<file path="src/design/grc_pkg.sv">
`timescale 1ns / 1ps

package grc_pkg;

    // map and walk dimensions
    localparam int MAP_ROWS    = 64;
    localparam int MAP_COLS    = 64;
    localparam int TILE_PIXELS = 64;
    localparam int MAX_STEPS   = 128;

    localparam int MAP_DEPTH = MAP_ROWS * MAP_COLS;
    localparam int ADDR_W    = $clog2(MAP_DEPTH);
    localparam int MX_W      = $clog2(MAP_COLS);
    localparam int MY_W      = $clog2(MAP_ROWS);
    localparam int STEP_W    = $clog2(MAX_STEPS + 1);

    // one tile in Q.8 pixels, a power of two
    localparam int SPAN    = TILE_PIXELS * 256;
    localparam int SPAN_W  = $clog2(SPAN + 1);
    localparam int SPAN_SH = $clog2(SPAN);
    localparam int FS_W    = SPAN_W + 32;

    // shared divider sizing
    localparam int DIV_W = 32;
    localparam int NB_W  = $clog2(DIV_W + 1);

    // fixed point limits and constants
    localparam int RAY_LIM   = 1048575;
    localparam int CAM_ONE   = 16384;
    localparam int NEAR_DIST = 65536;
    localparam logic [31:0] DIST_MAX = 32'hFFFF_FFFF;
    localparam logic [6:0]  SHADE_X  = 7'd50;
    localparam logic [6:0]  SHADE_Y  = 7'd70;

    // register indexes
    localparam logic [2:0] REG_PLAYER_X = 3'd0;
    localparam logic [2:0] REG_PLAYER_Y = 3'd1;
    localparam logic [2:0] REG_DIR_X    = 3'd2;
    localparam logic [2:0] REG_DIR_Y    = 3'd3;
    localparam logic [2:0] REG_PLANE_X  = 3'd4;
    localparam logic [2:0] REG_PLANE_Y  = 3'd5;
    localparam logic [2:0] REG_WIDTH    = 3'd6;
    localparam logic [2:0] REG_HEIGHT   = 3'd7;

    // item modes
    localparam logic MODE_WRITE = 1'b0;
    localparam logic MODE_CAST  = 1'b1;

    typedef enum logic [4:0] {
        ST_CLEAR,
        ST_IDLE,
        ST_CAM,
        ST_CAM_W,
        ST_MUL,
        ST_RAY,
        ST_DX,
        ST_DX_W,
        ST_DY,
        ST_DY_W,
        ST_PX,
        ST_CHK,
        ST_SX,
        ST_STEP,
        ST_LOOK,
        ST_HT_W,
        ST_FIN
    } state_t;

    typedef struct packed {
        logic              start;
        logic [DIV_W-1:0]  dividend;
        logic [31:0]       divisor;
        logic [NB_W-1:0]   nbits;
    } div_req_t;

    typedef struct packed {
        logic              done;
        logic [DIV_W-1:0]  quot;
    } div_rsp_t;

endpackage

</file>
<file path="src/design/grc_div.sv">
`timescale 1ns / 1ps

module grc_div
(
    input  logic              clk,
    input  logic              rst_n,
    input  grc_pkg::div_req_t req,
    output grc_pkg::div_rsp_t rsp
);
    import grc_pkg::*;

    logic [DIV_W-1:0] q_reg;
    logic [31:0]      r_reg;
    logic [31:0]      d_reg;
    logic [NB_W-1:0]  cnt_reg;
    logic             busy_reg;
    logic             done_reg;
    logic [32:0]      trial;
    logic             fits;

    // one quotient bit per cycle
    assign trial = {r_reg, q_reg[DIV_W-1]};
    assign fits  = trial >= {1'b0, d_reg};

    always_ff @(posedge clk or negedge rst_n)
    begin
        if (!rst_n)
        begin
            busy_reg <= 1'b0;
            done_reg <= 1'b0;
            cnt_reg  <= '0;
        end
        else
        begin
            done_reg <= 1'b0;
            if (req.start)
            begin
                busy_reg <= 1'b1;
                cnt_reg  <= req.nbits;
            end
            else if (busy_reg)
            begin
                cnt_reg <= cnt_reg - 1'b1;
                if (cnt_reg == NB_W'(1))
                begin
                    busy_reg <= 1'b0;
                    done_reg <= 1'b1;
                end
            end
        end
    end

    // payload, left aligned so only nbits iterations are needed
    always_ff @(posedge clk)
    begin
        if (req.start)
        begin
            q_reg <= req.dividend << (NB_W'(DIV_W) - req.nbits);
            r_reg <= '0;
            d_reg <= req.divisor;
        end
        else if (busy_reg)
        begin
            q_reg <= {q_reg[DIV_W-2:0], fits};
            r_reg <= fits ? 32'(trial - {1'b0, d_reg}) : trial[31:0];
        end
    end

    assign rsp.done = done_reg;
    assign rsp.quot = q_reg;

endmodule

</file>
<file path="config.mk">
export PLATFORM = sky130hd
export DESIGN_NAME = grc_div
export DESIGN_NICKNAME = d
export VERILOG_FILES = /design/src/design/grc_pkg.sv /design/src/design/grc_div.sv
export SDC_FILE = /design/constraint.sdc
export NUM_CORES = 1
export LEC_CHECK = 0
export BUFFER_PORTS_ARGS = -buffer_cell sky130_fd_sc_hd__buf_4
export CAP_MARGIN = 10
export CORE_MARGIN = 2
export CORE_UTILIZATION = 50
export CTS_BUF_LIST = sky130_fd_sc_hd__clkbuf_16
export CTS_CLUSTER_SIZE = 14
export DETAILED_ROUTE_END_ITERATION = 8
export GPL_TIMING_DRIVEN = 0
export PLACE_DENSITY = 0.7
export SYNTH_ARGS = -nofsm -noshare
export SYNTH_HDL_FRONTEND = slang
export SYNTH_SLANG_ARGS = --single-unit
</file>
<file path="constraint.sdc">
create_clock -name clk -period 2.9 [get_ports clk]
set_input_delay 0.87 -clock clk [delete_from_list [all_inputs] [get_ports clk]]
set_output_delay 0.87 -clock clk [all_outputs]
set_load 0.03 [all_outputs]
</file>
Word level (Yosys, flattened, before mapping). Index checks and enable logic that the tools add are counted.

Eq/ne operators: 1. Magnitude comparators: 1. Mux-type cells: 11. $add $sub $neg: 3. Shift-type cells: 1. Reductions and logical operators: 1.

Operator list (number): $mux W32 (3); $ge A33 B32 Y1 (1); $shl A32 B6 Y32 (1); $sub A32 B32 Y32 (1); $mux W6 (2); $eq A6 B1 Y1 const B (1); $mux W1 (6); $sub A6 B1 Y6 const B (1); $sub A6 B6 Y6 const A (1); $reduce_bool A2 Y1 (1).

Output and inout port bits: 33. Bits in registers: 104. Input bits: 73.

Longest topological paths before layout. Gate-level depths: netlist (run 1).

Depth after elaboration: 4. Gate-level depth with buffers: 14. Mapped depth without buffers: 11.

Worst setup path before layout (run 1). OpenSTA, ideal clock, no wires.

Path type: input to register. Start: in req[0] (netlist bit). End: reg q_reg[19], data pin. Arrival: 3383 ps. Required time: 2639 ps. Path buffers: 4. Path slack: -744 ps. Library setup time: 261 ps. Stages on the path: 12. Cells stage by stage: buf_2 -> buf_2 -> inv_1 -> ha_1 -> clkbuf_1 -> clkbuf_1 -> mux4_2 -> nand2_1 -> o21ai_0 -> nor2_1 -> a211oi_1 -> a221o_1.

Word-level cells in the longest chain between the ends: 3.

RTL lines: from (decl) (line grc_div.sv:7) `input grc_pkg::div_req_t req,`; $sub A6 B6 Y6 (line grc_div.sv:58) `q_reg <= req.dividend << (NB_W'(DIV_W) - req.nbits);`; $shl A32 B6 Y32 (line grc_div.sv:58); $mux W32 (line grc_div.sv:56) `if (req.start)`; to (signal assigned) (line grc_div.sv:58); to (signal assigned) (line grc_div.sv:64) `q_reg <= {q_reg[DIV_W-2:0], fits};`; to (decl) (line grc_div.sv:12) `logic [DIV_W-1:0] q_reg;`.

No other way between the ends. A chain may end at the register's enable or synchronous reset.

Final worst setup path (run 1).
Start: reg d_reg[1]. End: reg r_reg[25].

Word-level cells in the longest chain between the ends: 2.

RTL lines: from (decl) (line grc_div.sv:14) `logic [31:0] d_reg;`; from (signal assigned) (line grc_div.sv:60) `d_reg <= req.divisor;`; $sub A32 B32 Y32 / $ge A33 B32 Y1 (equally long branches) (line grc_div.sv:65, grc_div.sv:23); $mux W32 * (line grc_div.sv:65) `r_reg <= fits ? 32'(trial - {1'b0, d_reg}) : trial[31:0];`; to (signal assigned) (line grc_div.sv:65); to (decl) (line grc_div.sv:13) `logic [31:0] r_reg;`.

Mark *: on every way between the ends. The rest lies on a longest branch, timed or not.

==> key figures, run 1 <==
Floorplanning
  • Top Ports: between 100 and 150
  • Die area: roughly 0.016 sq mm
  • Core region area: between 0.015 and 0.02 sq mm
  • Die W: around 130 um
  • Row count: between 40 and 50
  • Die height: roughly 130 um
  • Starting density of the core: 50.99%

Synth
  • Main combinational cell family by area after synthesis: compound AO/OA/AOI/OAI gates
  • Synth Area in Compound Gates: between 20% and 30%
  • Top_reg_cell synth: edfxtp_1
  • Count of cell types in the netlist: 85
  • Mapped Cells: between 800 and 900
  • Yosys reg bits: about 100
  • Synth Area in Adders: 5.930%
  • Post-synthesis xor/xnor area fraction: ~3.7%
  • Top cell type's share of synthesized area: roughly 25%
  • Mapped cell area: around 0.0077 sq mm
  • EDFF count, synth: 64
  • Yosys Warn Count: 0
  • Mux cell area share after synthesis: between 10% and 20%
  • Largest cells by area after synthesis: edfxtp_1, dfxtp_1, mux4_2, ha_1, mux2i_1
  • Seq/Total Area, Yosys: a little over a third
  • Synth area leader: edfxtp_1
  • Simple-Gate Fraction of Synth Area: 14.95%
  • Mapped Nets: slightly above 900
  • Ys async rst share: under 10%
  • Post-Syn Area per Cell: roughly 9.6 sq um

Timing
  • Slew HR: about a fifth
  • Final Hold Viols: 0
  • Fmax: 339.0 MHz
  • Final worst-path cycle share: 101.7%
  • Setup TNS: -183.7 ps
  • Unrepaired setup endpoints after global routing: yes
  • Worst slew pin tran: 1188 ps
  • Tmin final: approximately 3000 ps
  • Post-Route Skew: 10.41 ps
  • Post-route setup slack: -50.02 ps
  • Endpoints failing setup: 11
  • Hold Slack: 314.8 ps
  • Slew Viols, Final: 0

Run status
  • Violated checks: setup timing
  • Status: complete, but fails checks

Critical path
  • R2R Path Start: d_reg[1]$_DFFE_PP_
  • Critical path class: flip-flop to flip-flop
  • CP max FO: 10
  • Reg2reg path depth: 12
  • CP endpoint kind: flip-flop
  • Reg2reg setup slack: -50 ps
  • Worst Setup Start Kind: flip-flop
  • R2R Path End: r_reg[25]$_SDFFE_PP0P_
  • CP Data Arrival Time: ~3200 ps
  • WP data required: between 3000 and 4000 ps

Global route
  • Overall routing resource usage: between 20% and 30%
  • Vias in the first global route: roughly 6500
  • Total gr overflow: 0
  • Largest net degree at the start of global routing: 37
  • Antenna violations before repair: 0
  • First-pass GRT wire length: around 33 mm

Placement
  • DP Wirelength: 15.61 mm
  • Routability cong.: 0.9357
  • I/O Buffers: approximately 100

Hold path
  • HP Class: input pin to asynchronous set/reset pin

Clock network
  • H-tree depth: 3
  • Register clock-pin slew on the reported worst setup and hold paths: 70 ps
  • Clk sink count: approximately 100
  • Inserted Clock Buffers: 9
  • CTS tree: yes
  • Clock buffer depth: 2
  • Clock root buffer master: clkbuf_16
  • # hold bufs at CTS: 0
  • Clk_lat worst skew: around 360 ps

Routing
  • Wire length per cell: ~19 um
  • Drt first pass iters: 5
  • Vias/cell: ~6
  • Via count: about 6900
  • ANT nets after route: 0
  • # DRC: 0
  • DRT iter0 DRCs: ~540
  • Routed WL: ~21 mm

Run
  • Max cap viols: 0

Cells and area
  • Commonest non-fill, non-tap cell in the layout: buf_4
  • Share of layout cells above drive strength 1: a little under a third
  • N_diodes: 0
  • Most frequent cells in the layout: buf_4, nand2_1, nor2_1
  • Final #Nets: roughly 1100
  • Number of fill cells: 1213
  • Area growth syn-to-layout: 28.47%

Power
  • Leak: 4.210 nW
  • Peak supply drop: 460.6 uV
  • P per Cell Area: ~790 mW/mm^2
-- stage by stage --
stage | util [%] | worst slack [ps] | std cells | cell area, sq um | power [W]
finish | 65.50 | -50.02 | 1137 | 9921 | 0.007789
global route | 65.50 | -154.8 | 1137 | 9921 | 0.008241
floorplan | - | -13.55 | 806 | 7794 | 0.004764
global placement | 58.17 | -651.0 | 1098 | 8810 | 0.005586
CTS | 61.66 | -7.657 | 1123 | 9339 | 0.007198
detailed placement | 58.17 | -657.9 | 1098 | 8810 | 0.005631
-- power by group --
group	internal (W)	switching (W)	leakage, nW
sequential	0.00188	0.000263	1.05
combinational	0.00207	0.00227	3.01
clock	0.000750	0.000550	0.156
total	0.00470	0.00309	4.21
-- area by class of cell --
| cell class | count | area [sq um] | share of cell area (%) |
|---|---|---|---|
| multi-input combinational | 598 | 4941 | 49.80 |
| sequential | 104 | 2763 | 27.85 |
| timing repair buffer | 126 | 1012 | 10.20 |
| buffer | 51 | 451.7 | 4.553 |
| tap | 188 | 235.2 | 2.371 |
| clock buffer | 9 | 225.2 | 2.270 |
| inverter | 54 | 205.2 | 2.068 |
| clock inverter | 7 | 87.58 | 0.8828 |
-- cell usage after synthesis (all sizes together), types with 4 or more instances --
master,n
nand4,10
nor2b,7
mux2i,37
o21a,4
dfxtp,32
mux4,22
edfxtp,64
a31oi,11
buf,15
dfrtp,8
nor3,13
nand3b,4
or2,4
a211oi,24
and3,5
a21oi,48
and2,7
nor4,5
o311ai,4
a311oi,10
nor3b,5
inv,54
o211ai,4
clkbuf,36
o2bb2ai,15
o21ai,35
a221o,7
a41oi,4
ha,35
nor2,74
o221ai,5
nand2,82
nand3,16
o21bai,6
a22o,5
xor2,11
mux2,4
xnor2,22
nand2b,5
a21o,15
-- how the worst max path moves through the flow --
stage | startpoint | end | cells after the start
after floorplan | req[0] | q_reg[19]$_DFFE_PP_ | 12
after global placement | req[0] | q_reg[1]$_DFFE_PP_ | 8
after detailed placement | req[0] | q_reg[1]$_DFFE_PP_ | 8
after CTS | req[0] | q_reg[19]$_DFFE_PP_ | 10
after global routing | d_reg[1]$_DFFE_PP_ | r_reg[13]$_SDFFE_PP0P_ | 12
final | d_reg[1]$_DFFE_PP_ | r_reg[25]$_SDFFE_PP0P_ | 12
-- cells by family (layout without fill, tap and decap cells) --
group / count (synthesis) / count (layout)
xor gates and xnor gates: 33 / 33
adders and majority gates: 36 / 36
DFF: 104 / 104
buffers and inverters: 105 / 247
AOI/OAI and AO/OA: 220 / 221
and+or+nand+nor: 245 / 245
muxes: 63 / 63
-- per-layer routing --
layer | track usage [%] | wire, um | part of all wire (%)
met3 | 4.341 | 1303 | 6.1
met4 | 8.209 | 378 | 1.8
met2 | 43.65 | 10540 | 49
met1 | 34.13 | 9223 | 43
met5 | 0 | 0 | 0
-- worst max-delay path: stages (launching register included) --
cell and delay, ps:
edfxtp_1 480, inv_2 120, ha_4 200, nor2b_4 130
o31a_4 300, o211ai_4 200, a41oi_4 170, a32o_2 360
a31oi_4 200, buf_12 170, buf_12 150, mux2i_1 230
a211oi_2 90
-- timing repair --
item	CTS	global route
endpoints found under the setup margin	49	50
buffers inserted	7	11
gates cloned	2	3
resized for setup	30	98
pin swaps	2	41
Power figures use the tool's default switching activity.
==> run 2: changes to the inputs <==
--- a/config.mk
+++ b/config.mk
@@ -7,7 +7,6 @@
 export LEC_CHECK = 0
 export BUFFER_PORTS_ARGS = -buffer_cell sky130_fd_sc_hd__buf_4
 export CAP_MARGIN = 10
-export CORE_MARGIN = 2
 export CORE_UTILIZATION = 50
 export CTS_BUF_LIST = sky130_fd_sc_hd__clkbuf_16
 export CTS_CLUSTER_SIZE = 14
==> run 2 against run 1 <==
Compared with the run above: the flow finishes with violations (DRC, setup timing); first-iteration DRC count up 28%; count of clock-buffer cells in the layout did not move; final cell count up 0.88%; sequential power about the same; critical path depth unchanged; wire length grew 2.0%; cell area grew 2.1%; non-clock buffer count rose by 10; clock skew rose by 5.1 ps; critical path type unchanged.
==> key figures, run 2 (synthesis gave the netlist of run 1 again) <==
Run status
  • Status: complete, but fails checks
  • Violated checks: DRC, setup timing

Power
  • Seq pwr share: 26.8% (-0.8 points)
  • Psw: 0.003241 W (+5.0%)
  • Combinational power share: 57.7% (+2.0 points)
  • Peak supply drop: 410.5 uV (-11%)
  • P per Cell Area: 800.4 mW/mm^2 (+1.9%)
  • Clock network power share: 15.5% (-1.2 points)
  • Int Pwr: 0.004867 W (+3.5%)
  • Sw Ratio: 39.97% (+0.33 points)
  • Leak: 4.268 nW (+1.4%)

Timing
  • Post-Route Skew: 15.55 ps (+5.145 ps)
  • Slew Viols, Final: 0 (unchanged)
  • Slew HR: 20.33% (-0.36 points)
  • Final worst-path cycle share: 103.2% (+1.4 points)
  • Final Hold Viols: 0 (unchanged)
  • Endpoints failing setup: 22 (+11)
  • Post-route setup slack: -91.60 ps (-41.58 ps)
  • Worst slew pin tran: 1194 ps (+5.413 ps)
  • Fmax: 334.3 MHz (-1.4%)
  • Tmin final: 2992 ps (+41.58 ps)
  • Hold Slack: 311.0 ps (-3.760 ps)
  • Unrepaired setup endpoints after global routing: yes

Routing
  • Drt first pass iters: 8 (+3)
  • Vias/cell: 6.146 (+1.3%)
  • Wire length per cell: 19.06 um (+1.1%)
  • Via count: 7049 (+2.2%)
  • Routed WL: 21.86 mm (+2.0%)
  • DRT iter0 DRCs: 687 (+28%)
  • # DRC: 2 (+2)
  • ANT nets after route: 0 (unchanged)

Cells and area
  • End-of-flow core utilization: 66.88% (+1.4 points)
  • Most frequent cells in the layout: buf_4, nand2_1, nor2_1
  • N_diodes: 0 (unchanged)
  • Area of the multi-input gates: 0.005047 sq mm (+2.2%)
  • Area growth syn-to-layout: 31.17%
  • Sequential Area: 0.002763 sq mm (unchanged)
  • Commonest non-fill, non-tap cell in the layout: buf_4
  • Final Cell Area: 0.01013 sq mm (+2.1%)
  • Number of fill cells: 1209 (-0.33%)
  • Final #Nets: 1063 (+0.95%)
  • Share of layout cells above drive strength 1: 32.74% (+1.7 points)

Run
  • Max cap viols: 0 (unchanged)

Floorplanning
  • Die height: 126.3 um (-1.6%)
  • Row count: 45 (unchanged)
  • Core region area: 0.01515 sq mm (unchanged)
  • Die area: 0.01595 sq mm (-3.1%)
  • Top Ports: 106 (unchanged)
  • Starting density of the core: 50.99% (unchanged)
  • Die W: 126.3 um (-1.6%)

Global route
  • Total gr overflow: 0 (unchanged)
  • Met3 GRT Util: 4.800% (+0.46 points)
  • Vias in the first global route: 6367 (-2.2%)
  • First-pass GRT wire length: 32.86 mm (-1.1%)
  • Met2 usage: 42.77% (-0.88 points)
  • Antenna violations before repair: 0 (unchanged)
  • Met1 Usage GRT: 35.30% (+1.2 points)
  • Overall routing resource usage: 26.37% (+0.46 points)
  • Largest net degree at the start of global routing: 37 (unchanged)
  • GRT Max-Usage Layer: met2

Critical path
  • CP max FO: 6 (-4)
  • Max incr delay on CP: 480 ps (about the same)
  • Crit-path leading delay family: compound AO/OA/AOI/OAI gates
  • Critical path, cell by cell: inv_2 -> ha_4 -> nor2b_4 -> o31a_4 -> o211ai_4 -> a41oi_2 -> a32o_2 -> a31oi_4 -> buf_12 -> buf_8 -> mux2i_2 -> a211oi_1
  • R2R Path End: r_reg[22]$_SDFFE_PP0P_
  • Worst Path Buf+Inv: 3 (unchanged)
  • R2R Path Start: d_reg[1]$_DFFE_PP_
  • CP endpoint kind: flip-flop
  • Reg2reg path depth: 12 (unchanged)
  • Worst Setup Start Kind: flip-flop
  • Critical path class: flip-flop to flip-flop
  • CP Data Arrival Time: 3200 ps (+40 ps)
  • Reg2reg setup slack: -90 ps (-40 ps)
  • WP data required: 3110 ps (about the same)
  • Slowest-stage cell, CP: edfxtp_1

Clock network
  • Clock root buffer master: clkbuf_16
  • Clk_lat worst skew: 370 ps (about the same)
  • Inserted Clock Buffers: 9 (unchanged)
  • H-tree depth: 3 (unchanged)
  • Clk sink count: 104 (unchanged)
  • Clock buffer depth: 2 (unchanged)
  • Register clock-pin slew on the reported worst setup and hold paths: 80 ps (about the same)
  • CTS tree: yes

Placement
  • Cell Area, Placed: 0.008810 sq mm (unchanged)
  • I/O Buffers: 104 (unchanged)
  • Routability cong.: 0.9383 (+0.28%)
  • DP Wirelength: 15.45 mm (-0.99%)

Hold path
  • HP Class: input pin to asynchronous set/reset pin
## run 2: layer usage
metal	wire, um	part of all wire, %
met5	0	0
met4	566	2.6
met3	1520	7.0
met2	10520	48
met1	9255	42
## run 2: worst max-delay path by stage
stage	cells past startpoint	slack [ps]	start	end
after floorplan	12	-10	req[0]	q_reg[19]$_DFFE_PP_
after global placement	8	-690	req[0]	q_reg[1]$_DFFE_PP_
after detailed placement	8	-750	req[0]	q_reg[1]$_DFFE_PP_
after CTS	11	-50	d_reg[1]$_DFFE_PP_	r_reg[5]$_SDFFE_PP0P_
after global routing	12	-120	d_reg[1]$_DFFE_PP_	r_reg[16]$_SDFFE_PP0P_
final	12	-90	d_reg[1]$_DFFE_PP_	r_reg[22]$_SDFFE_PP0P_
## run 2: through the flow
| stage | power, W | setup WS, ps | std cells | TNS (ps) |
|---|---|---|---|---|
| global placement | 0.005587 | -692.3 | 1098 | -16000 |
| global route | 0.008541 | -117.1 | 1147 | -2099 |
| detailed placement | 0.005632 | -754.6 | 1098 | -19070 |
| finish | 0.008108 | -91.60 | 1147 | -737.9 |
| floorplan | 0.004764 | -13.55 | 806 | -13.55 |
| CTS | 0.007021 | -54.48 | 1121 | -484.3 |
## run 2: power groups by stage
| stage | clock network [W] | logic, W | registers, W |
|---|---|---|---|
| finish | 0.00126 | 0.00468 | 0.00217 |
| global route | 0.00132 | 0.00502 | 0.00220 |
| CTS | 0.00126 | 0.00364 | 0.00212 |
| detailed placement | 0 | 0.00349 | 0.00215 |
| global placement | 0 | 0.00344 | 0.00214 |
| floorplan | 0 | 0.00256 | 0.00220 |
## run 2: timing repair
item,4_1_cts,5_1_grt
pin swaps,8,53
endpoints found under the setup margin,48,50
gates cloned,0,6
resized for setup,28,113
setup buffers,7,22
hold buffers,0,0
## run 2: layout make-up
class / count / share of cell area (%)
Inverter: 54 / 2.026
Sequential cell: 104 / 27.27
Buffer: 50 / 4.385
Multi-Input combinational cell: 598 / 49.83
Clock inverter: 7 / 0.6917
Clock buffer: 9 / 2.223
Tap cell: 188 / 2.322
Timing Repair Buffer: 137 / 11.25
